**src/rtl/core/linear_interp_upscaler_defines.svh**
```systemverilog
// Assertion macros for the linear interpolation upscaler.
// Used by modules that include this header; needs clk_i and rst_ni in scope.
`ifndef LINEAR_INTERP_UPSCALER_DEFINES_SVH
`define LINEAR_INTERP_UPSCALER_DEFINES_SVH

// same-cycle implication
`define LIU_ASSERT_NOW(lbl, pre, post, msg) \
  lbl: assert property (@(posedge clk_i) disable iff (!rst_ni) (pre) |-> (post)) \
    else $error(msg);

// next-cycle implication
`define LIU_ASSERT_NEXT(lbl, pre, post, msg) \
  lbl: assert property (@(posedge clk_i) disable iff (!rst_ni) (pre) |=> (post)) \
    else $error(msg);

`endif

```
**src/rtl/core/liu_pkg.sv**
```systemverilog
// Shared types, constants and the interpolation step for the upscaler.
// No dependencies.
package liu_pkg;

  localparam int MAX_WIDTH_DEF  = 1024;
  localparam int MAX_FACTOR_DEF = 4;
  localparam int MAX_HEIGHT     = 1024;
  localparam int PIX_W          = 8;
  localparam int ROW_W          = 10;
  localparam int FACTOR_W       = 3;
  localparam int DIM_W          = 11;
  localparam int COORD_W        = 12;
  localparam int CFG_IDX_W      = 2;
  localparam int SUM_W          = 10;
  localparam int RECIP3         = 683;
  localparam int RECIP3_SH      = 11;

  typedef enum logic [CFG_IDX_W-1:0] {
    REG_FACTOR = 2'd0,
    REG_WIDTH  = 2'd1,
    REG_HEIGHT = 2'd2
  } cfg_idx_e;

  typedef enum logic [1:0] {
    ST_IDLE,
    ST_FETCH,
    ST_HORIZ,
    ST_VERT
  } state_e;

  typedef struct packed {
    logic accept;
    logic fetch;
    logic horiz;
    logic vert_load;
  } ctrl_cmd_t;

  typedef struct packed {
    logic has_blk;
    logic last_step;
    logic out_free;
  } ctrl_sts_t;

  // floor((a*(f-k) + b*k) / f) for f in 1..4
  function automatic logic [PIX_W-1:0] lerp(input logic [PIX_W-1:0] a,
                                             input logic [PIX_W-1:0] b,
                                             input logic [FACTOR_W-1:0] k,
                                             input logic [FACTOR_W-1:0] f);
    logic [SUM_W-1:0]   sum;
    logic [2*SUM_W-1:0] prod;
    logic [PIX_W-1:0]   res;
    logic [FACTOR_W-1:0] fk;
    fk   = f - k;
    sum  = SUM_W'(SUM_W'(a) * SUM_W'(fk)) + SUM_W'(SUM_W'(b) * SUM_W'(k));
    prod = (2*SUM_W)'(sum) * (2*SUM_W)'(RECIP3);
    unique case (f)
      3'd2:    res = sum[PIX_W:1];
      3'd3:    res = prod[RECIP3_SH+PIX_W-1:RECIP3_SH];
      3'd4:    res = sum[PIX_W+1:2];
      default: res = sum[PIX_W-1:0];
    endcase
    return res;
  endfunction

endpackage

```
**src/rtl/core/liu_ctrl.sv**
```systemverilog
// Sequencing state machine of the upscaler.
// Depends on liu_pkg; drives liu_dpath through ctrl_cmd_t.
module liu_ctrl import liu_pkg::*; (
  input  logic      clk_i,
  input  logic      rst_ni,
  input  logic      in_valid_i,
  output logic      in_ready_o,
  input  ctrl_sts_t sts_i,
  output ctrl_cmd_t cmd_o
);

  state_e state_q, state_d;

  always_ff @(posedge clk_i or negedge rst_ni) begin
    if (!rst_ni) begin
      state_q <= ST_IDLE;
    end else begin
      state_q <= state_d;
    end
  end

  always_comb begin
    state_d = state_q;
    unique case (state_q)
      ST_IDLE: begin
        if (in_valid_i) state_d = ST_FETCH;
      end
      ST_FETCH: begin
        state_d = sts_i.has_blk ? ST_HORIZ : ST_IDLE;
      end
      ST_HORIZ: begin
        state_d = ST_VERT;
      end
      ST_VERT: begin
        if (sts_i.out_free) state_d = sts_i.last_step ? ST_IDLE : ST_HORIZ;
      end
      default: state_d = ST_IDLE;
    endcase
  end

  always_comb begin
    in_ready_o      = (state_q == ST_IDLE);
    cmd_o.accept    = (state_q == ST_IDLE) && in_valid_i;
    cmd_o.fetch     = (state_q == ST_FETCH);
    cmd_o.horiz     = (state_q == ST_HORIZ);
    cmd_o.vert_load = (state_q == ST_VERT) && sts_i.out_free;
  end

endmodule

```
**config.mk**
```make
export PLATFORM = sky130hd
export DESIGN_NAME = liu_ctrl
export DESIGN_NICKNAME = d
export VERILOG_FILES = /design/src/rtl/core/linear_interp_upscaler_defines.svh /design/src/rtl/core/liu_pkg.sv /design/src/rtl/core/liu_ctrl.sv
export SDC_FILE = /design/constraint.sdc
export NUM_CORES = 1
export LEC_CHECK = 0
export ABC_AREA = 1
export BUFFER_PORTS_ARGS = -buffer_cell sky130_fd_sc_hd__buf_2
export CORE_AREA = 2 2 39 41
export CTS_CLUSTER_SIZE = 12
export DETAILED_ROUTE_END_ITERATION = 10
export DIE_AREA = 0 0 41 43
export GPL_TIMING_DRIVEN = 0
export PLACE_DENSITY = 0.35
export SLEW_MARGIN = 10
export SYNTH_ARGS = -nofsm -noshare
export SYNTH_HDL_FRONTEND = slang
export SYNTH_SLANG_ARGS = --single-unit
```
**constraint.sdc**
```tcl
create_clock -name clk_i -period 1.5 [get_ports clk_i]
set_clock_uncertainty 0.05 [all_clocks]
set_input_delay 0.3 -clock clk_i [delete_from_list [all_inputs] [get_ports clk_i]]
set_output_delay 0.3 -clock clk_i [all_outputs]
set_load 0.1 [all_outputs]
```
==> results.txt <==
The startpoint of the worst setup timing path is state_q[1]. The number of antenna violations at the first check in global routing came out at 0. The critical-path maximum fanout is 7. The number of flops mapped to enable cells by yosys came out at 0. state_q holds more flip-flops than any other register.

Setup repair after global routing could not meet its margin everywhere. The overall via count from detail_route came out at between 150 and 200. The most used flip-flop cell after synthesis is sky130_fd_sc_hd__dfrtp_1. The number of buffers inserted during clock tree synthesis is 3. The die boundary width came out at 41 µm. The shortest clock period the worst path allows after layout is between 1 and 1.5 ns.

The remaining design rule violation count is 0. After detailed routing, the total wire length is around 360 µm. The largest registers in the layout are state_q (2).

Routability-driven placement finished with a final weighted congestion of roughly 0.58. The final hold violation count came out at 0. The worst slew slack as a fraction of its limit is 81.5%. The number of levels the H-tree was split into came out at 1. In the routed layout, each cell is associated on average with a via count of 3.45. The iteration-0 DRC count of the detailed router is 1. The number of max-slew violations in the final report is 0. After synthesis the netlist holds a flip-flop and latch count of 2.

The count of nets left with antenna violations after detail routing is 0. The clock tree from TritonCTS is yes. The actual transition at the worst max-transition pin came out at about 0.28 ns. The placeable core region came out at 0.00138 mm². The number of warnings issued by yosys came out at 0.

The min-delay analysis places its worst path in the category in -> reg. The first-pass GRT wire length came out at roughly 630 µm. The number of clock sinks came out at 2. The endpoint identified for the worst register-to-register timing path is state_q[0].

When the netlist entered floorplanning its net count stood at 23. The destination of the critical timing path is cmd_o[0]. The fmax is ~670 MHz.

The path depth of the worst reg2reg path came out at 2. The proportion of netlist area held by the largest area contributor came out at 41.2%. Ranked by total cell area, the synthesized netlist is headed by sky130_fd_sc_hd__dfrtp_1, sky130_fd_sc_hd__nand3_1, sky130_fd_sc_hd__nand2_1. The number of nets in the finished design is 39.

In this run the critical register-to-register path is launched from state_q[1]. The per-cell routed wire length is about 7.7 µm. The proportion of layout cells with a drive suffix above 1 is 71.0%. Across all register-to-register paths, the minimum setup slack is 0.59 ns.

The category of the critical setup timing path is reg -> out. The flip-flop count of the largest register, all copies and words added is 2. The total of endpoints with negative setup slack in the final report is 0. The clock transition time at the flip-flop clock pins of the worst setup and hold paths is 0.03 ns. The number of port buffers came out at 10. The number of rows in the core area came out at 14. The maximum number of pins on one net before global-route repair came out at 8. Global routing finished with a remaining overflow of 0. Across every metal layer, demand over resource in global routing totals under 10%. In this run the count of I/O pins placed on the die edge is 11.

In the final layout, the multi-input gates occupy 85.1 µm². By count the netlist is led by sky130_fd_sc_hd__nand2_1, sky130_fd_sc_hd__nand3_1, sky130_fd_sc_hd__nor2_1, sky130_fd_sc_hd__dfrtp_1, sky130_fd_sc_hd__inv_1. The floorplan step defined a die boundary enclosing approximately 0.0018 mm². The count of maximum capacitance violations came out at 0. The final critical-path share of the clock period came out at approximately 99%. The share of flip-flops with an asynchronous set or reset came out at between 90% and 100%. The overall die height is roughly 43 µm. The critical path capture point type is an output port. Data on the critical path is required at its endpoint by around 1.2 ns. The share of the Yosys chip area taken by registers is between 40% and 50%. The detailed-routing iteration count for the pre-antenna-repair pass came out at 2.

The clock root buffer is sky130_fd_sc_hd__clkbuf_4. The cell area after synthesis came out at between 100 and 150 µm². The register area came out at roughly 53 µm².

The number of setup buffers added after CTS came out at 0. For this configuration, the core starts out at a cell density of around 9%. The post-route cell area came out at approximately 300 µm².

The worst setup path is launched from a flop. The number of cells produced by synthesis came out at 17. After filler insertion, the fill cell instance count of the layout stands at between 150 and 200. The average cell area after synthesis came out at 7.14 µm². In this run the cell area measured after placement is around 220 µm². The area growth from synthesis to layout is 146%. The worst-case clock buffer depth came out at 2. Clock latency on the worst-skew pair, taken at its later pin, is roughly 0.22 ns. The data arrival time at the worst-slack endpoint is 1.14 ns. The number of antenna diodes in the final layout is 0. The run finished with clean final reports.

sky130_fd_sc_hd__dfrtp_1 takes more of the synthesized area than any other cell. The distinct cell type count of the synthesized netlist came out at 9. The number of global-route vias before repair is 163.
==> layout by cell type, fill, tap and decap left out, types with 2 or more instances in the layout <==
master	Yosys	routed
sky130_fd_sc_hd__buf_2	0	5
sky130_fd_sc_hd__nor2_2	0	3
sky130_fd_sc_hd__nand3_1	3	3
sky130_fd_sc_hd__nand2_1	3	3
sky130_fd_sc_hd__clkbuf_4	0	3
sky130_fd_sc_hd__buf_12	0	2
sky130_fd_sc_hd__buf_6	0	2
sky130_fd_sc_hd__dfrtp_2	0	2
==> area by class of cell <==
type | instances | share of cell area (%)
clock buffers | 3 | 7.53
flip-flops and latches | 2 | 17.6
multi-input cells | 12 | 28.5
well taps | 16 | 6.69
inverters | 3 | 4.60
repair buffers | 11 | 35.1
==> per-stage QoR <==
step	setup slack (ns)	hold WS, ns	setup TNS (ns)	cells	utilization, %
after floorplan	-0.163	-0.0456	-0.730	17	-
after global placement	0.0238	0.0351	0	43	15.8
after detailed placement	0.0208	0.0352	0	43	15.8
after CTS	-0.0166	0.268	-0.0166	47	20.5
after global routing	-0.0631	0.305	-0.109	47	21.6
final	0.0118	0.285	0	47	21.6
==> critical path: stages (launching register included) <==
cell                      delay (ns)
sky130_fd_sc_hd__dfrtp_2        0.46
sky130_fd_sc_hd__inv_4          0.07
sky130_fd_sc_hd__nor3_4         0.19
sky130_fd_sc_hd__buf_12         0.20
==> kinds of logic after synthesis <==
logic type             count (synthesis)  share of synthesized area (%)
AOI/OAI and AO/OA                      1                           4.12
buffers and inverters                  3                           9.28
DFF                                    2                           41.2
and+or+nand+nor                       11                           45.4
==> worst min-delay path by stage <==
stage,startpoint,to,cells past startpoint
detailed placement,rst_ni,state_q[1],1
floorplan,rst_ni,state_q[0],0
global placement,rst_ni,state_q[1],1
finish,in_valid_i,state_q[0],3
global route,in_valid_i,state_q[0],3
CTS,in_valid_i,state_q[0],3
==> timing repair <==
item / in CTS / in global routing
endpoints found under the hold margin: 2 / 0
setup endpoints to repair: 5 / 4
hold buffers: 1 / 0
pin swaps: 1 / 2
gates resized for setup: 10 / 4
==> metal layers <==
layer / track usage, % / wire length (µm)
met3: 3.14 / 53
met2: 6.88 / 179
met4: 8.00 / 0
met1: 6.11 / 131
met5: 0 / 0
Power is not shown: default switching activity piles up to over one toggle a cycle in this logic, so the estimate is an artifact.
